[src/rtl/rdct_pkg.sv]
// shared types, codes and sizes for the reloading down-counter timer
`default_nettype none
package rdct_pkg;

	localparam int COUNTER_WIDTH   = 24;
	localparam int PRESCALE_DIVIDE = 8;
	localparam int PRESCALE_WIDTH  = (PRESCALE_DIVIDE > 1) ? $clog2(PRESCALE_DIVIDE) : 1;
	localparam int DATA_WIDTH      = 32;

	localparam int CTRL_ENABLE_BIT = 0;
	localparam int CTRL_INT_BIT    = 1;
	localparam int CTRL_CLOCK_BIT  = 2;
	localparam int CTRL_FLAG_BIT   = 16;

	typedef enum logic [1:0] {
		CMD_TICK   = 2'd0,
		CMD_WRITE  = 2'd1,
		CMD_READ   = 2'd2,
		CMD_UNUSED = 2'd3
	} cmd_t;

	typedef enum logic [1:0] {
		REG_CTRL    = 2'd0,
		REG_RELOAD  = 2'd1,
		REG_CURRENT = 2'd2,
		REG_CALIB   = 2'd3
	} reg_sel_t;

	typedef enum logic {
		CFG_ONE_SHOT = 1'b0,
		CFG_CALIB    = 1'b1
	} cfg_idx_t;

	typedef struct packed {
		cmd_t                  cmd;
		reg_sel_t              sel;
		logic [DATA_WIDTH-1:0] data;
	} req_t;

	typedef struct packed {
		logic [DATA_WIDTH-1:0] read_data;
		logic                  irq;
		logic                  flag;
	} res_t;

	typedef struct packed {
		logic valid;
		logic advance;
	} flow_t;

endpackage
`default_nettype wire

[src/rtl/reloading_down_counter_timer_unit.sv]
// top level of the reloading down-counter timer
//
//  channel  | handshake           | payload
//  ---------+---------------------+-----------------------------------
//  in       | in_valid / in_stall | command, reg_select, write_data
//  out      | out_valid/out_stall | read_data, irq_request, count_flag
//  cfg      | cfg_valid/cfg_ready | cfg_index, cfg_data
//
// one request per cycle unless stalled; each request and result is registered
// the rate is set by the state update between input and result registers
// arst_n clears the timer state, configuration and both stage valids at once
// a stalled result holds and the input register keeps taking requests until it is full
// cfg_ready is always high; configuration goes straight into its registers
`default_nettype none
module reloading_down_counter_timer_unit (
	input  wire logic        clk,
	input  wire logic        arst_n,
	input  wire logic        in_valid,
	output logic             in_stall,
	input  wire logic [1:0]  command,
	input  wire logic [1:0]  reg_select,
	input  wire logic [31:0] write_data,
	output logic             out_valid,
	input  wire logic        out_stall,
	output logic [31:0]      read_data,
	output logic             irq_request,
	output logic             count_flag,
	input  wire logic        cfg_valid,
	output logic             cfg_ready,
	input  wire logic        cfg_index,
	input  wire logic [31:0] cfg_data
);

	rdct_pkg::req_t  in_req, req_s1;
	rdct_pkg::res_t  res, res_s2;
	rdct_pkg::flow_t flow;
	logic            advance;

	assign in_req.cmd  = rdct_pkg::cmd_t'(command);
	assign in_req.sel  = rdct_pkg::reg_sel_t'(reg_select);
	assign in_req.data = write_data;
	assign cfg_ready   = 1'b1;

	rdct_in_stage u_in (
		.clk      (clk),
		.arst_n   (arst_n),
		.in_valid (in_valid),
		.in_stall (in_stall),
		.in_req   (in_req),
		.advance  (advance),
		.flow     (flow),
		.req_s1   (req_s1)
	);

	rdct_core u_core (
		.clk       (clk),
		.arst_n    (arst_n),
		.cfg_we    (cfg_valid && cfg_ready),
		.cfg_idx   (rdct_pkg::cfg_idx_t'(cfg_index)),
		.cfg_wdata (cfg_data),
		.flow      (flow),
		.req_s1    (req_s1),
		.res       (res)
	);

	rdct_out_stage u_out (
		.clk       (clk),
		.arst_n    (arst_n),
		.valid_s1  (flow.valid),
		.res       (res),
		.advance   (advance),
		.out_valid (out_valid),
		.out_stall (out_stall),
		.res_s2    (res_s2)
	);

	assign read_data   = res_s2.read_data;
	assign irq_request = res_s2.irq;
	assign count_flag  = res_s2.flag;

endmodule
`default_nettype wire

[src/rtl/rdct_in_stage.sv]
// input register stage for timer requests
`default_nettype none
module rdct_in_stage (
	input  wire logic        clk,
	input  wire logic        arst_n,
	input  wire logic        in_valid,
	output logic             in_stall,
	input  wire rdct_pkg::req_t in_req,
	input  wire logic        advance,
	output rdct_pkg::flow_t  flow,
	output rdct_pkg::req_t   req_s1
);

	logic valid_s1;

	assign in_stall     = valid_s1 && !advance;
	assign flow.valid   = valid_s1;
	assign flow.advance = advance;

	always_ff @(posedge clk or negedge arst_n) begin
		if (!arst_n) begin
			valid_s1 <= 1'b0;
		end else if (!in_stall) begin
			valid_s1 <= in_valid;
		end
	end

	always_ff @(posedge clk) begin
		if (in_valid && !in_stall) begin
			req_s1 <= in_req;
		end
	end

endmodule
`default_nettype wire

[src/rtl/rdct_core.sv]
// timer state, configuration registers and per-request update logic
`default_nettype none
module rdct_core (
	input  wire logic        clk,
	input  wire logic        arst_n,
	input  wire logic        cfg_we,
	input  wire rdct_pkg::cfg_idx_t cfg_idx,
	input  wire logic [rdct_pkg::DATA_WIDTH-1:0] cfg_wdata,
	input  wire rdct_pkg::flow_t flow,
	input  wire rdct_pkg::req_t  req_s1,
	output rdct_pkg::res_t   res
);

	logic                                one_shot_q;
	logic [rdct_pkg::DATA_WIDTH-1:0]     calib_q;
	logic                                enable_q, int_en_q, clk_sel_q, flag_q;
	logic [rdct_pkg::COUNTER_WIDTH-1:0]  reload_q, current_q;
	logic [rdct_pkg::PRESCALE_WIDTH-1:0] presc_q;

	logic                                enable_d, int_en_d, clk_sel_d, flag_d;
	logic [rdct_pkg::COUNTER_WIDTH-1:0]  reload_d, current_d;
	logic [rdct_pkg::PRESCALE_WIDTH-1:0] presc_d;
	logic                                do_step;
	logic                                irq;
	logic [rdct_pkg::DATA_WIDTH-1:0]     rd;
	logic [rdct_pkg::PRESCALE_WIDTH:0]   presc_inc;

	assign presc_inc = {1'b0, presc_q} + 1'b1;

	always_comb begin
		enable_d  = enable_q;
		int_en_d  = int_en_q;
		clk_sel_d = clk_sel_q;
		flag_d    = flag_q;
		reload_d  = reload_q;
		current_d = current_q;
		presc_d   = presc_q;
		do_step   = 1'b0;
		irq       = 1'b0;
		rd        = '0;
		case (req_s1.cmd)
			rdct_pkg::CMD_TICK: begin
				if (enable_q) begin
					if (clk_sel_q) begin
						do_step = 1'b1;
					end else if (presc_inc >= (rdct_pkg::PRESCALE_WIDTH+1)'(rdct_pkg::PRESCALE_DIVIDE)) begin
						presc_d = '0;
						do_step = 1'b1;
					end else begin
						presc_d = presc_inc[rdct_pkg::PRESCALE_WIDTH-1:0];
					end
				end
			end
			rdct_pkg::CMD_WRITE: begin
				case (req_s1.sel)
					rdct_pkg::REG_CTRL: begin
						enable_d  = req_s1.data[rdct_pkg::CTRL_ENABLE_BIT];
						int_en_d  = req_s1.data[rdct_pkg::CTRL_INT_BIT];
						clk_sel_d = req_s1.data[rdct_pkg::CTRL_CLOCK_BIT];
					end
					rdct_pkg::REG_RELOAD: begin
						reload_d = req_s1.data[rdct_pkg::COUNTER_WIDTH-1:0];
					end
					rdct_pkg::REG_CURRENT: begin
						current_d = '0;
						flag_d    = 1'b0;
					end
					default: begin
					end
				endcase
			end
			rdct_pkg::CMD_READ: begin
				case (req_s1.sel)
					rdct_pkg::REG_CTRL: begin
						rd[rdct_pkg::CTRL_ENABLE_BIT] = enable_q;
						rd[rdct_pkg::CTRL_INT_BIT]    = int_en_q;
						rd[rdct_pkg::CTRL_CLOCK_BIT]  = clk_sel_q;
						rd[rdct_pkg::CTRL_FLAG_BIT]   = flag_q;
						flag_d = 1'b0;
					end
					rdct_pkg::REG_RELOAD:  rd = rdct_pkg::DATA_WIDTH'(reload_q);
					rdct_pkg::REG_CURRENT: rd = rdct_pkg::DATA_WIDTH'(current_q);
					default:               rd = calib_q;
				endcase
			end
			default: begin
			end
		endcase

		if (do_step) begin
			if (current_q == '0) begin
				current_d = reload_q;
			end else begin
				current_d = current_q - 1'b1;
				if (current_q == rdct_pkg::COUNTER_WIDTH'(1)) begin
					flag_d = 1'b1;
					irq    = int_en_q;
					// single interval expiry stops and clears the timer
					if (one_shot_q) begin
						enable_d  = 1'b0;
						int_en_d  = 1'b0;
						reload_d  = '0;
						current_d = '0;
						flag_d    = 1'b0;
						presc_d   = '0;
					end
				end
			end
		end
	end

	assign res.read_data = rd;
	assign res.irq       = irq;
	assign res.flag      = flag_d;

	always_ff @(posedge clk or negedge arst_n) begin
		if (!arst_n) begin
			one_shot_q <= 1'b0;
			calib_q    <= '0;
		end else if (cfg_we) begin
			case (cfg_idx)
				rdct_pkg::CFG_ONE_SHOT: one_shot_q <= cfg_wdata[0];
				default:                calib_q    <= cfg_wdata;
			endcase
		end
	end

	always_ff @(posedge clk or negedge arst_n) begin
		if (!arst_n) begin
			enable_q  <= 1'b0;
			int_en_q  <= 1'b0;
			clk_sel_q <= 1'b0;
			flag_q    <= 1'b0;
			reload_q  <= '0;
			current_q <= '0;
			presc_q   <= '0;
		end else if (flow.valid && flow.advance) begin
			enable_q  <= enable_d;
			int_en_q  <= int_en_d;
			clk_sel_q <= clk_sel_d;
			flag_q    <= flag_d;
			reload_q  <= reload_d;
			current_q <= current_d;
			presc_q   <= presc_d;
		end
	end

endmodule
`default_nettype wire

[src/rtl/rdct_out_stage.sv]
// result register stage
`default_nettype none
module rdct_out_stage (
	input  wire logic       clk,
	input  wire logic       arst_n,
	input  wire logic       valid_s1,
	input  wire rdct_pkg::res_t res,
	output logic            advance,
	output logic            out_valid,
	input  wire logic       out_stall,
	output rdct_pkg::res_t  res_s2
);

	logic valid_s2;

	assign advance   = !valid_s2 || !out_stall;
	assign out_valid = valid_s2;

	always_ff @(posedge clk or negedge arst_n) begin
		if (!arst_n) begin
			valid_s2 <= 1'b0;
		end else if (advance) begin
			valid_s2 <= valid_s1;
		end
	end

	always_ff @(posedge clk) begin
		if (valid_s1 && advance) begin
			res_s2 <= res;
		end
	end

endmodule
`default_nettype wire

[config.mk]
export PLATFORM = sky130hd
export DESIGN_NAME = reloading_down_counter_timer_unit
export DESIGN_NICKNAME = d
export VERILOG_FILES = /design/src/rtl/rdct_pkg.sv /design/src/rtl/reloading_down_counter_timer_unit.sv /design/src/rtl/rdct_in_stage.sv /design/src/rtl/rdct_core.sv /design/src/rtl/rdct_out_stage.sv
export SDC_FILE = /design/constraint.sdc
export NUM_CORES = 1
export LEC_CHECK = 0
export ABC_AREA = 1
export BUFFER_PORTS_ARGS = -buffer_cell sky130_fd_sc_hd__buf_2
export CAP_MARGIN = 20
export CORE_UTILIZATION = 46
export CTS_BUF_LIST = sky130_fd_sc_hd__clkbuf_8 sky130_fd_sc_hd__clkbuf_16
export CTS_CLUSTER_DIAMETER = 50
export DETAILED_ROUTE_END_ITERATION = 12
export PLACE_DENSITY = 0.67
export SYNTH_ARGS = -nofsm -noshare
export SYNTH_HDL_FRONTEND = slang
export SYNTH_SLANG_ARGS = --single-unit
[constraint.sdc]
create_clock -name clk -period 3.9 [get_ports clk]
set_input_delay 1.17 -clock clk [delete_from_list [all_inputs] [get_ports clk]]
set_output_delay 1.17 -clock clk [all_outputs]
set_load 0.05 [all_outputs]
==> run_results.csv <==
group,metric,value,unit
critical_path,cp_num_buf_inv,2,
cts,clkLatencyLatePin,0.43,ns
sta,finalCritPeriodShare,74.5,%
critical_path,worstPathMaxFanout,3,
synthesis,syn-mean-instance-area,8.53,um2
sta,maxSlewViolCount,0,
route,vias,5882,
critical_path,crit_chain,"buf_2 -> nand2_1 -> nor2_1 -> buf_2",
cts,cts_setup_buffers,0,
power,p_leak,4.68,nW
sta,setup_viol,0,
floorplanning,die_h,130,um
critical_path,r2r_cells,7,
cts,htree_levels,4,
cts,clk_pin_slew,0.06,ns
synthesis,synth_edf_count,62,
synthesis,yosys-top-cells-area,"dfrtp_1 30%, edfxtp_1 25%, nand2_1 10%",
cts,tritoncts,"built",
route,firstDrtPassIters,5,
sta,holdWs,0.496,ns
route,via_per_inst,4.88,
job,drv_cap,0,
cts,clockBufferDepth,2,
route,drc,0,
floorplanning,rows,46,
cells_and_area,layout.nets,1059,
floorplanning,dieArea,16900,um2
cells_and_area,diodes,0,
power,ir_drop,0.359,mV
synthesis,syn_inst,881,
cells_and_area,area_growth,18.0,%
cts,cts_made_buffers,17,
run_status,outcome,"finished, final reports clean",
floorplanning,ios,111,
floorplanning,start_util,47.1,%
synthesis,yosysTopAreaCell,"dfrtp_1",
critical_path,arrival,1.74,ns
cells_and_area,drive_gt1_share,17.9,%
place,gp_congestion,0.900,
power,power.density,669,nW/um2
sta,period_needed,2.91,ns
place,dpl.hpwl,11.9,mm
global_routing,grt_pass1_vias,5339,
cells_and_area,final_cell_mix,"207 x nand2_1, 162 x inv_1, 100 x buf_2",
cts,hold_buffers,0,
sta,slew_headroom,31.7,%
route,drt_iter0_markers,473,
cts,cts_resized,0,
critical_path,cp.depth,4,
cells_and_area,fillCellCount,1480,
critical_path,required,2.73,ns
worst_hold_path,hold_path.class,"register to register",
route,wl_per_cell,14.0,um
synthesis,synthDominantCellAreaShare,30.0,%
route,wl,16.9,mm
cells_and_area,mostFrequentLayoutCell,"nand2_1",
synthesis,ys.flop_type,"dfrtp_1",
critical_path,slowest_delay,0.28,ns
critical_path,cpMostUsedCell,"buf_2",
synthesis,yosysSeqAreaShare,54.7,%
synthesis,yosysWarnings,0,
route,ant_nets,0,
floorplanning,core_region_area,15900,um2
global_routing,grt_overflow,0,
worst_hold_path,hold_depth,2,
global_routing,antenna_found_initial,0,
cts,cts_root_buf,"clkbuf_16",
critical_path,start_kind,"input pin",
sta,rsz0062_at_grt,"no",
sta,worst_pin_slew,1.02,ns
sta,clock_skew,0.0108,ns
critical_path,crit_slowest_cell,"buf_2",
place,portBuffers,101,
synthesis,synth_cell_types,38,
sta,hold_viol_final,0,
cells_and_area,fin_util,55.6,%
global_routing,grt_pass1_wl,27.2,mm
floorplanning,die_w,130,um
synthesis,synthesis.area,7520,um2
synthesis,synth.ff_latch_count,152,
global_routing,grt_max_degree,53,
sta,clock.fmax,344,MHz
critical_path,worstSetupEndpointType,"primary output",
global_routing,grtUsageTotal,21.7,%
synthesis,async_flop_share,59.2,%
sta,tns,0,ns
critical_path,critical_path_class,"input pin to primary output",
cts,cts_sinks,152,
critical_path,critPathTopFamily,"buffers and inverters",
synthesis,synth_nets,962,
per-layer routing:
| layer | track usage (%) | vias to the layer above | share of wire (%) |
|---|---|---|---|
| met3 | 4.26 | 26 | 4.5 |
| met4 | 8.76 | 0 | 1.8 |
| li1 | - | 2974 | - |
| met1 | 29.5 | 2724 | 47 |
| met2 | 34.3 | 158 | 47 |
| met5 | 0 | - | 0 |
power breakdown:
group          total [mW]  internal [mW]  switching [mW]
combinational        2.02          0.667            1.35
clock                1.76           1.12           0.635
sequential           2.16           1.95           0.207
total                5.94           3.74            2.19
synth_stat cells, types with 6 or more instances:
library cell and instances:
inv_1 161, o221ai_1 14, clkbuf_1 18, edfxtp_1 62
inv_2 6, nor3_1 8, nor2_1 93, nand3_1 43
mux2_2 12, xor2_1 11, nor2_2 6, ha_1 7
a21oi_1 64, nand4_1 7, o21ai_0 24, nand2_1 208
o211ai_1 8, buf_2 9, dfrtp_1 90
cell families (layout without fill, tap and decap cells):
logic type / after synthesis / after routing / synth area share, %
fa+ha+maj: 7 / 7 / 1.17
compound gates: 119 / 119 / 9.11
other cells: 1 / 1 / 0.0499
mux: 13 / 13 / 1.93
xor+xnor: 11 / 11 / 1.28
simple gates: 376 / 376 / 21.1
flops: 152 / 152 / 54.7
buf+inv: 202 / 311 / 10.6
sequential cells by signal, indices dropped and copies added, names as in the netlist:
| signal | flops |
|---|---|
| u_core.flag_q | 1 |
| u_core.current_q | 24 |
| u_core.one_shot_q | 1 |
| u_out.res_s2 | 34 |
| u_out.out_valid | 1 |
| u_core.clk_sel_q | 1 |
| u_core.enable_q | 1 |
| u_in.req_s1 | 28 |
| u_core.int_en_q | 1 |
| u_in.valid_s1 | 1 |
| u_core.presc_q | 3 |
| u_core.calib_q | 32 |
| u_core.reload_q | 24 |
cell type report:
cell class	count	area (um2)	area share, %
Multi-Input combinational cell	527	2610	29.5
Sequential cell	152	4110	46.4
Inverter	169	636	7.17
Clock inverter	14	206	2.33
Clock buffer	17	425	4.80
Timing Repair Buffer	111	603	6.80
Tap cell	216	270	3.05
final timing paths:
| check | to | startpoint | slack (ns) |
|---|---|---|---|
| max in group asynchronous | u_core.calib_q[2] | arst_n | 2.38 |
| setup / recovery | in_stall | out_stall | 0.99 |
| setup reg to reg | u_core.reload_q[18] | u_in.req_s1[32] | 1.31 |
| hold / removal | u_core.calib_q[0] | u_core.calib_q[0] | 0.50 |
| min in group asynchronous | u_out.out_valid | arst_n | 0.75 |
| hold reg to reg | u_core.calib_q[0] | u_core.calib_q[0] | 0.50 |
stage by stage:
stage          total power [mW]  cells  cell area, um2  worst slack [ns]
5_1_grt                    6.36   1206            8870             0.915
3_5_place_dp               4.17   1174            8210             0.983
6_report                   5.94   1206            8870             0.994
4_1_cts                    5.95   1205            8840             0.983
3_3_place_gp               4.14   1174            8210             0.997
2_1_floorplan              3.70    881            7520             0.785
worst reg2reg max path: stages (launching register included):
cell and delay [ns]:
edfxtp_1 0.72, nand2_1 0.66, nor3_4 0.32, buf_4 0.42, nor2_1 0.10, a21oi_1 0.15
nand2_1 0.08, inv_1 0.08
Power figures use the tool's default switching activity.
